$ cat src/qsc_pkg.sv
// quad_scalar_clip shared package: payload structs, fixed-point widths,
// case tables, edge endpoints and register indexes. No dependencies.
`default_nettype none

package qsc_pkg;

  localparam int DataW      = 32;
  localparam int WeightBits = 16;
  localparam int WeightW    = WeightBits + 1;

  localparam logic [WeightW-1:0] WeightOne = WeightW'(1) << WeightBits;

  // register indexes (byte address = 4 * index)
  localparam logic RegThreshold = 1'b0;
  localparam logic RegInsideOut = 1'b1;

  typedef struct packed {
    logic signed [DataW-1:0] corner_scalar;
    logic signed [DataW-1:0] corner_x;
    logic signed [DataW-1:0] corner_y;
    logic signed [DataW-1:0] corner_z;
  } corner_t;

  typedef struct packed {
    logic signed [DataW-1:0] vertex_x;
    logic signed [DataW-1:0] vertex_y;
    logic signed [DataW-1:0] vertex_z;
    logic [WeightW-1:0]      weight;
    logic [1:0]              from_corner;
    logic [1:0]              to_corner;
    logic                    polygon_end;
    logic                    last;
  } vertex_t;

  // table entry codes: count first, corners 100..103, edges 0..3, end marker
  localparam logic signed [7:0] Nx  = -8'sd1;
  localparam logic signed [7:0] Cr0 = 8'sd100;
  localparam logic signed [7:0] Cr1 = 8'sd101;
  localparam logic signed [7:0] Cr2 = 8'sd102;
  localparam logic signed [7:0] Cr3 = 8'sd103;
  localparam logic signed [7:0] Ed0 = 8'sd0;
  localparam logic signed [7:0] Ed1 = 8'sd1;
  localparam logic signed [7:0] Ed2 = 8'sd2;
  localparam logic signed [7:0] Ed3 = 8'sd3;
  localparam logic signed [7:0] N3  = 8'sd3;
  localparam logic signed [7:0] N4  = 8'sd4;
  localparam logic signed [7:0] N5  = 8'sd5;
  localparam logic signed [7:0] N6  = 8'sd6;
  localparam logic signed [7:0] CodeCorner = Cr0;

  typedef logic [0:8][7:0] tab_row_t;

  localparam tab_row_t TabInside [16] = '{
    '{Nx, Nx,  Nx,  Nx,  Nx,  Nx,  Nx,  Nx, Nx},
    '{N3, Cr0, Ed0, Ed3, Nx,  Nx,  Nx,  Nx, Nx},
    '{N3, Cr1, Ed1, Ed0, Nx,  Nx,  Nx,  Nx, Nx},
    '{N4, Cr0, Cr1, Ed1, Ed3, Nx,  Nx,  Nx, Nx},
    '{N3, Cr2, Ed2, Ed1, Nx,  Nx,  Nx,  Nx, Nx},
    '{N6, Cr0, Ed0, Ed1, Cr2, Ed2, Ed3, Nx, Nx},
    '{N4, Cr1, Cr2, Ed2, Ed0, Nx,  Nx,  Nx, Nx},
    '{N5, Cr0, Cr1, Cr2, Ed2, Ed3, Nx,  Nx, Nx},
    '{N3, Cr3, Ed3, Ed2, Nx,  Nx,  Nx,  Nx, Nx},
    '{N4, Cr0, Ed0, Ed2, Cr3, Nx,  Nx,  Nx, Nx},
    '{N6, Cr1, Ed1, Ed2, Cr3, Ed3, Ed0, Nx, Nx},
    '{N5, Cr0, Cr1, Ed1, Ed2, Cr3, Nx,  Nx, Nx},
    '{N4, Cr2, Cr3, Ed3, Ed1, Nx,  Nx,  Nx, Nx},
    '{N5, Cr0, Ed0, Ed1, Cr2, Cr3, Nx,  Nx, Nx},
    '{N5, Ed0, Cr1, Cr2, Cr3, Ed3, Nx,  Nx, Nx},
    '{N4, Cr0, Cr1, Cr2, Cr3, Nx,  Nx,  Nx, Nx}
  };

  localparam tab_row_t TabOutside [16] = '{
    '{Nx, Nx,  Nx,  Nx,  Nx,  Nx,  Nx,  Nx,  Nx},
    '{N3, Cr0, Ed0, Ed3, Nx,  Nx,  Nx,  Nx,  Nx},
    '{N3, Cr1, Ed1, Ed0, Nx,  Nx,  Nx,  Nx,  Nx},
    '{N4, Cr0, Cr1, Ed1, Ed3, Nx,  Nx,  Nx,  Nx},
    '{N3, Cr2, Ed2, Ed1, Nx,  Nx,  Nx,  Nx,  Nx},
    '{N3, Cr0, Ed0, Ed3, N3,  Cr2, Ed2, Ed1, Nx},
    '{N4, Cr1, Cr2, Ed2, Ed0, Nx,  Nx,  Nx,  Nx},
    '{N5, Cr0, Cr1, Cr2, Ed2, Ed3, Nx,  Nx,  Nx},
    '{N3, Cr3, Ed3, Ed2, Nx,  Nx,  Nx,  Nx,  Nx},
    '{N4, Cr0, Ed0, Ed2, Cr3, Nx,  Nx,  Nx,  Nx},
    '{N3, Cr1, Ed1, Ed0, N3,  Cr3, Ed3, Ed2, Nx},
    '{N5, Cr0, Cr1, Ed1, Ed2, Cr3, Nx,  Nx,  Nx},
    '{N4, Cr2, Cr3, Ed3, Ed1, Nx,  Nx,  Nx,  Nx},
    '{N5, Cr0, Ed0, Ed1, Cr2, Cr3, Nx,  Nx,  Nx},
    '{N5, Ed0, Cr1, Cr2, Cr3, Ed3, Nx,  Nx,  Nx},
    '{N4, Cr0, Cr1, Cr2, Cr3, Nx,  Nx,  Nx,  Nx}
  };

  localparam logic [1:0] EdgeA [4] = '{2'd0, 2'd1, 2'd3, 2'd0};
  localparam logic [1:0] EdgeB [4] = '{2'd1, 2'd2, 2'd2, 2'd3};

  function automatic logic signed [7:0] tab_code(input logic       io,
                                                 input logic [3:0] idx,
                                                 input logic [3:0] pos);
    logic signed [7:0] code;
    if (pos > 4'd8) begin
      code = Nx;
    end else if (io) begin
      code = TabInside[idx][pos];
    end else begin
      code = TabOutside[idx][pos];
    end
    return code;
  endfunction

endpackage

`default_nettype wire

$ cat src/qsc_div.sv
// quad_scalar_clip weight divider: restoring division, one quotient bit per
// cycle, rounded half up and clamped to [0, 1]. Depends on qsc_pkg.
`default_nettype none

module qsc_div
  import qsc_pkg::*;
(
  input  logic                      clk_i,
  input  logic                      rst_ni,
  input  logic                      start_i,
  input  logic signed [DataW:0]     num_i,
  input  logic        [DataW:0]     den_i,
  output logic                      done_o,
  output logic        [WeightW-1:0] weight_o
);

  localparam int CntW = $clog2(WeightW);

  logic                busy_q, done_q;
  logic [CntW-1:0]     cnt_q;
  logic [DataW:0]      rem_q, den_q;
  logic [WeightW-1:0]  quo_q, w_q;
  logic [DataW+1:0]    shifted, rem_sub;
  logic                ge;
  logic [DataW:0]      rem_nx;
  logic [WeightW-1:0]  quo_nx;
  logic [WeightW:0]    rounded;

  always_comb begin
    shifted = {rem_q, 1'b0};
    ge      = shifted >= {1'b0, den_q};
    rem_sub = shifted - {1'b0, den_q};
    rem_nx  = ge ? rem_sub[DataW:0] : shifted[DataW:0];
    quo_nx  = {quo_q[WeightW-2:0], ge};
    rounded = ({1'b0, quo_nx} + (WeightW+1)'(1)) >> 1;
  end

  always_ff @(posedge clk_i or negedge rst_ni) begin
    if (!rst_ni) begin
      busy_q <= 1'b0;
      done_q <= 1'b0;
      cnt_q  <= '0;
      rem_q  <= '0;
      den_q  <= '0;
      quo_q  <= '0;
      w_q    <= '0;
    end else begin
      done_q <= 1'b0;
      if (start_i) begin
        den_q <= den_i;
        if (num_i[DataW] || num_i == '0) begin
          w_q    <= '0;
          done_q <= 1'b1;
        end else if (num_i >= $signed(den_i)) begin
          // signed compare: both sides are positive here, so it acts as an unsigned one
          w_q    <= WeightOne;
          done_q <= 1'b1;
        end else begin
          busy_q <= 1'b1;
          cnt_q  <= '0;
          rem_q  <= num_i;
          quo_q  <= '0;
        end
      end else if (busy_q) begin
        rem_q <= rem_nx;
        quo_q <= quo_nx;
        cnt_q <= cnt_q + CntW'(1);
        if (cnt_q == CntW'(WeightW - 1)) begin
          busy_q <= 1'b0;
          done_q <= 1'b1;
          w_q    <= rounded[WeightW-1:0];
        end
      end
    end
  end

  assign done_o   = done_q;
  assign weight_o = w_q;

endmodule

`default_nettype wire

$ cat config.mk
export PLATFORM = sky130hd
export DESIGN_NAME = qsc_div
export DESIGN_NICKNAME = d
export VERILOG_FILES = /design/src/qsc_pkg.sv /design/src/qsc_div.sv
export SDC_FILE = /design/constraint.sdc
export NUM_CORES = 1
export LEC_CHECK = 0
export ABC_AREA = 1
export CORE_ASPECT_RATIO = 2
export CORE_MARGIN = 2
export CORE_UTILIZATION = 30
export DETAILED_ROUTE_END_ITERATION = 10
export DONT_BUFFER_PORTS = 1
export HOLD_SLACK_MARGIN = 0.02
export PLACE_DENSITY = 0.55
export SLEW_MARGIN = 20
export SYNTH_ARGS = -nofsm -noshare
export SYNTH_HDL_FRONTEND = slang
export SYNTH_SLANG_ARGS = --single-unit
$ cat constraint.sdc
create_clock -name clk_i -period 3.36 [get_ports clk_i]
set_clock_uncertainty 0.1 [all_clocks]
set_input_delay 0.672 -clock clk_i [delete_from_list [all_inputs] [get_ports clk_i]]
set_output_delay 0.672 -clock clk_i [all_outputs]
set_load 0.01 [all_outputs]
==> metrics, run 1 <==
run status finished, final reports clean; GRT Util Overall 19.51%; leakage power between 0.004 and 0.005 µW; Finished Core Util about a third; DRC 0; power per standard cell area 741.1 nW/µm²; Yosys Warn Count 0; width of the die roughly 120 µm; Cell Area, Synth 8421 µm²; hold slack final around 98 ps; CP Data Arrival Time approximately 3200 ps; DR iter-0 viols 363; CP endpoint kind flip-flop; worst path cell trace ha_1 -> a21oi_1 -> o21ai_0 -> a21oi_1 -> nand2_1 -> nor2_1 -> nand2_4 -> ha_1 -> nand2_1 -> inv_1 -> nand3_1 -> buf_4 -> nor2_1 -> o22ai_1 -> o21ai_0; met2 global-route usage 37.71%; H-tree depth 3; Max Cap Violations 0; routed len/inst between 15 and 20 µm; initial antenna violation count 0; CTS clk-pin slew, worst paths ~90 ps; RSZ-0062 raised after global routing no; worst path buffer plus inverter count 2; Period minus WS final just over 3000 ps; vias in the first global route 8380; Top Usage Layer GRT met2; VDD IR-drop max 0.0003850 V; DR pass1 iterations 5; CTS sink count approximately 110; Hold Crit Class input pin to asynchronous set/reset pin; clock network fraction of design power between 10% and 20%; reg2reg path depth 15; CTS tree done; Root Driver clkbuf_16; Comb pwr share around 58%; die area just under 30000 µm²; top post-synthesis cells by area dfrtp_1 (32%), nand2_1 (20%), ha_1 (10%), inv_1 (8.5%), nand3_1 (7.3%); number of port buffers 0; Filler cells ~3.1k; met3 Use GR 3.001%; Crit Path Category flip-flop to flip-flop; Switching Power 3361 µW; syn avg cell area around 6.6 µm²; # IOs 87; share of layout cells above drive strength 1 ~3.5%; core area between 20000 and 30000 µm²; routed vias 7984; switch share about 50%; drt total wl 27.66 mm; final setup TNS 0 ps; fraction of the cycle the final worst path needs 89.77%; worst slew pin tran approximately 730 ps; largest net degree at the start of global routing around 110; first-pass GRT wire length 43.52 mm; startpoint types flip-flop; Max FO, Critical Path 7; Seq pwr share 25.7%; Synth top area share 31.50%; Placer Congestion about 0.94; Reg area approximately 2700 µm²; Syn Nets 1421; setup violators final 0; Clock Path Buffers 2; highest clock rate 331.5 MHz; Final Cell Area just over 9000 µm²; WP depth 15; internal power 3427 µW; area of the multi-input gates approximately 4900 µm²; Layout area overhead 8.782%; nets 1412; Syn Inst Count ~1.3k; setup slack after layout around 340 ps; Synth Register Bits around 110; Die Ht approximately 240 µm; Max stage delay on crit path around 420 ps; antenna-violating nets left 0; register area share after synthesis roughly a third; Initial Utilization just over 30%; Synth cell types 38; Required @ worst endpoint 3510 ps; Yosys top cell by area dfrtp_1; cts bufs inserted 9; met1 Use GR between 10% and 20%; Pins Over Slew Limit 0; DP Worst Slack around 230 ps; placed inst area approximately 8800 µm²; Fin. Hold Viols 0; Detailed Place HPWL 22.02 mm; Worst slew margin 51.33%; Top delay family on crit path compound AO/OA/AOI/OAI gates; worst skew pair latency 380 ps; Site Rows 86; ant diodes 0; gr ovfl total 0; DR vias/cell approximately 5; Crit-path slowest cell ha_1
## path summary, 6_finish.rpt
path	startpoint	endpoint	slack (ps)
worst max-delay path	rem_q[28]	weight_o[13]	340
worst min-delay path	rst_ni	den_q[32]	100
worst max register to register	rem_q[28]	weight_o[13]	340
max in group asynchronous	rst_ni	den_q[25]	2560
worst min register to register	rem_q[32]	rem_q[32]	410
min in group clk_i	start_i	den_q[6]	310
## synthesized netlist by cell type
cell and n:
o22ai_1 4, nor3b_2 1, buf_2 14, nor4_1 4, a31o_2 1, o21bai_1 4, nand2_4 2, o21ai_1 2
o211ai_1 1, a21oi_1 51, nor2_2 1, xor2_1 18, buf_4 3, ha_1 70, nand3b_1 9, o21a_1 3
a31oi_1 1, buf_6 2, buf_1 7, inv_1 191, nand3_1 123, nor3_1 12, fa_1 1, clkbuf_1 8
inv_2 4, nand2_2 1, or2_1 1, a21o_1 5, or2_2 2, nand3_2 2, nand3_4 1, nor3b_1 1
nand2_1 445, nor2_1 79, nand4_1 24, dfrtp_1 106, xnor2_1 7, o21ai_0 70
## state kept, by name (all words and copies together), names as in the netlist
register,count
done_o,1
cnt_q,5
rem_q,33
weight_o,17
quo_q,16
den_q,33
busy_q,1
## layout by cell type (no fill, tap or decap), types with 2 or more instances in the layout
cell,count
nand3_1,123
or2_2,2
ha_1,70
nor4_1,4
buf_4,10
nor2_1,79
o21ai_1,2
inv_6,3
buf_12,3
xor2_1,18
inv_2,4
o21bai_1,4
nand3_2,2
nand4_1,24
nand2_4,2
nor3_1,12
a21o_1,5
xnor2_1,7
o22ai_1,4
dfrtp_1,106
o21a_1,3
inv_1,191
clkbuf_16,9
nand2_1,445
a21oi_1,51
nand3b_1,9
o21ai_0,70
clkinv_8,3
## kinds of logic (layout without fill, tap and decap cells)
| kind of cell | count (synthesis) | after routing | share of synthesized area (%) |
|---|---|---|---|
| AND/OR/NAND/NOR | 708 | 708 | 35.59 |
| buffers and inverters | 229 | 225 | 10.73 |
| AO/OA/AOI/OAI | 142 | 142 | 8.945 |
| flip-flops | 106 | 106 | 31.50 |
| adder cells (fa/ha/maj) | 71 | 71 | 10.64 |
| XOR/XNOR | 25 | 25 | 2.600 |
## power groups by stage
stage / Sequential [µW] / Combinational [µW] / Clock, µW
after CTS: 1740 / 3950 / 1150
after global placement: 1770 / 3880 / 0
after detailed placement: 1760 / 3910 / 0
final: 1750 / 3930 / 1110
after floorplan: 1710 / 2850 / 0
after global routing: 1780 / 4450 / 1190
## routing by layer
metal	routed length (µm)	part of all wire, %
met5	0	0
met4	2134	7.7
met3	775	2.8
met2	15520	56
met1	9221	33
## per-stage QoR
| stage | power (µW) | std cells |
|---|---|---|
| after floorplan | 4564 | 1281 |
| after CTS | 6845 | 1629 |
| after global placement | 5651 | 1612 |
| after detailed placement | 5673 | 1612 |
| final | 6788 | 1629 |
| after global routing | 7417 | 1629 |
## worst reg2reg max path, cell delays in order, from the launching register on
cell and delay, ps:
dfrtp_1 410, ha_1 420, a21oi_1 250, o21ai_0 200, a21oi_1 160, nand2_1 60
nor2_1 280, nand2_4 110, ha_1 210, nand2_1 120, inv_1 70, nand3_1 130
buf_4 140, nor2_1 30, o22ai_1 100, o21ai_0 90
## final cells by class
class	count	area share, %
clock buffer	9	2.459
clock inverter	7	0.9015
inverter	195	7.991
multi-input combinational	946	53.11
sequential	106	28.96
tap	352	4.808
timing repair buffer	14	1.776
## timing repair
| item | 4_1_cts | 5_1_grt |
|---|---|---|
| gates resized for setup | 0 | 0 |
| endpoints found under the hold margin | 106 | 0 |
| hold buffers | 1 | 0 |
| endpoints found under the setup margin | 0 | 0 |
| setup buffers | 0 | 0 |
Power figures use the tool's default switching activity.
==> inputs of run 2 (changes only) <==
Settings changed: CELL_PAD_IN_SITES_DETAIL_PLACEMENT set to 0, CELL_PAD_IN_SITES_GLOBAL_PLACEMENT set to 1, PLACE_DENSITY 0.55 to 0.68.
==> metrics, run 2 (synthesized netlist as in run 1, its figures left out) <==
worst skew pair latency 380 ps (about the same); share of layout cells above drive strength 1 3.669% (+0.15 points); crit path capture weight_o[15]; cts bufs inserted 9 (unchanged); die area 29510 µm² (unchanged); Max Cap Violations 0 (unchanged); width of the die 122.5 µm (unchanged); CTS tree done; DR pass1 iterations 5 (unchanged); RSZ-0062 raised after global routing no; DRC 0 (unchanged); DR top layer met4; final setup TNS 0 ps (unchanged); Seq pwr share 25.7% (about the same); Top delay family on crit path simple AND/OR/NAND/NOR gates; Final Non-Filler Cells 1633 (+0.25%); CTS sink count 106 (unchanged); worst path cell trace ha_1 -> nand2_1 -> nor2_1 -> inv_2 -> nor2_1 -> nand2_1 -> nor2_1 -> nor2_1 -> nand2_4 -> ha_1 -> nand2_1 -> inv_1 -> nand3_1 -> nor3_1 -> xnor2_1 -> o21ai_0; reg2reg path depth 16 (+1); Period minus WS final 2893 ps (-123.0 ps); Clock Path Buffers 2 (unchanged); reg2reg setup slack 470 ps (+120 ps); CP endpoint kind flip-flop; DR vias/cell 4.867 (-0.71%); power per standard cell area 742.7 nW/µm² (+0.21%); largest net degree at the start of global routing 107 (unchanged); leakage power 0.004941 µW (+0.51%); Max FO, Critical Path 4 (-3); GRT Util Overall 19.99% (+0.48 points); Detailed Place HPWL 22.51 mm (+2.3%); first-pass GRT wire length 44.50 mm (+2.3%); setup slack after layout 466.7 ps (+123.0 ps); dpl cells 1616 (+0.25%); DP Worst Slack 64.21 ps (-165.0 ps); CTS resizes 0 (unchanged); Pins Over Slew Limit 0 (unchanged); fraction of the cycle the final worst path needs 86.11% (-3.7 points); commonest non-fill, non-tap cell in the layout nand2_1; WP depth 16 (+1); vias in the first global route 8299 (-0.97%); DR WL met3 765 µm (-1.3%); CTS clk-pin slew, worst paths 80 ps (about the same); Fin. Hold Viols 0 (unchanged); antenna-violating nets left 0 (unchanged); worst slew pin tran 627.2 ps (-101.3 ps); Tot Pwr 6824 µW (+0.53%); CP most frequent cell nor2_1; Critical Path Start rem_q[17]; switch share 48.44% (-1.1 points); clock network fraction of design power 16.3% (about the same); Layout area overhead 9.123%; startpoint types flip-flop; most frequent cells in the layout nand2_1 (445), inv_1 (191), nand3_1 (123); # IOs 87 (unchanged); ant diodes 0 (unchanged); reg-to-reg endpoint weight_o[15]; CTS Hold Bufs 1 (unchanged); Switching Power 3306 µW (-1.6%); run status finished, final reports clean; gr ovfl total 0 (unchanged); Final Cell Area 9189 µm² (+0.31%); Required @ worst endpoint 3520 ps (about the same); DR iter-0 viols 442 (+22%); setup violators final 0 (unchanged); Comb pwr share 58.0% (about the same); core area 27550 µm² (unchanged); placed inst area 8867 µm² (+0.48%); Hold Crit Class input pin to asynchronous set/reset pin; CP Data Arrival Time 3060 ps (-100 ps); number of port buffers 0 (unchanged); Site Rows 86 (unchanged); initial antenna violation count 0 (unchanged); Max stage delay on crit path 400 ps (-20 ps); Placer Congestion 0.9389 (-0.33%); nets 1416 (+0.28%); reg2reg start rem_q[17]; routed vias 7947 (-0.46%); worst path buffer plus inverter count 2 (unchanged); H-tree depth 3 (unchanged); internal power 3518 µW (+2.7%); Crit-path slowest cell dfrtp_1; met2 wire len 16.82 mm (+8.3%); drt total wl 28.09 mm (+1.6%); Initial Utilization 30.57% (unchanged); highest clock rate 345.6 MHz (+4.3%); Setup Fix Bufs, Post-CTS 0 (unchanged); Die Ht 240.9 µm (unchanged); routed len/inst 17.20 µm (+1.3%); Crit Path Category flip-flop to flip-flop; Root Driver clkbuf_16; VDD IR-drop max 0.0003318 V (-14%); WL met1 9.401 mm (+2.0%); Worst slew margin 58.03% (+6.7 points)
-- run 2: power by group through the flow --
stage	clock [µW]	sequential (µW)	combinational (µW)
final	1120	1750	3960
after global routing	1200	1780	4490
after CTS	1160	1750	4000
after detailed placement	0	1770	3950
after global placement	0	1760	3950
after floorplan	0	1710	2850
-- run 2: final cells by class --
class	count	area [µm²]
fill	3152	18360
multi-input combinational	946	4865
sequential	106	2653
inverter	195	732.0
tap	352	440.4
clock buffer	11	232.7
timing repair buffer	18	205.2
clock inverter	5	61.31
-- run 2: worst min-delay path by stage --
stage | start | endpoint | cells past startpoint | slack (ps)
2_1_floorplan | rst_ni | busy_q | 0 | 280
3_3_place_gp | rst_ni | weight_o[8] | 0 | 280
3_5_place_dp | rst_ni | weight_o[11] | 0 | 280
4_1_cts | rst_ni | weight_o[8] | 1 | 140
5_1_grt | rst_ni | weight_o[8] | 1 | 150
6_report | rst_ni | weight_o[8] | 1 | 120
-- run 2: metal layers --
layer	up-vias	GRT usage (%)
li1	4057	-
met1	3741	18.07
met2	103	41.46
met3	46	3.119
met4	0	8.986
met5	-	0
-- run 2: worst register-to-register path: stages, from the launching register on --
cell and delay, ps:
dfrtp_1 400, ha_1 370, nand2_1 150, nor2_1 230, inv_2 70, nor2_1 140, nand2_1 80, nor2_1 120
nor2_1 90, nand2_4 100, ha_1 170, nand2_1 80, inv_1 100, nand3_1 140, nor3_1 220, xnor2_1 140
o21ai_0 80
-- run 2: stage by stage --
stage | util (%) | hold WS [ps]
after floorplan | - | 276.4
after global placement | 32.19 | 280.1
after detailed placement | 32.19 | 279.7
after CTS | 33.36 | 143.2
after global routing | 33.36 | 153.6
final | 33.36 | 116.8
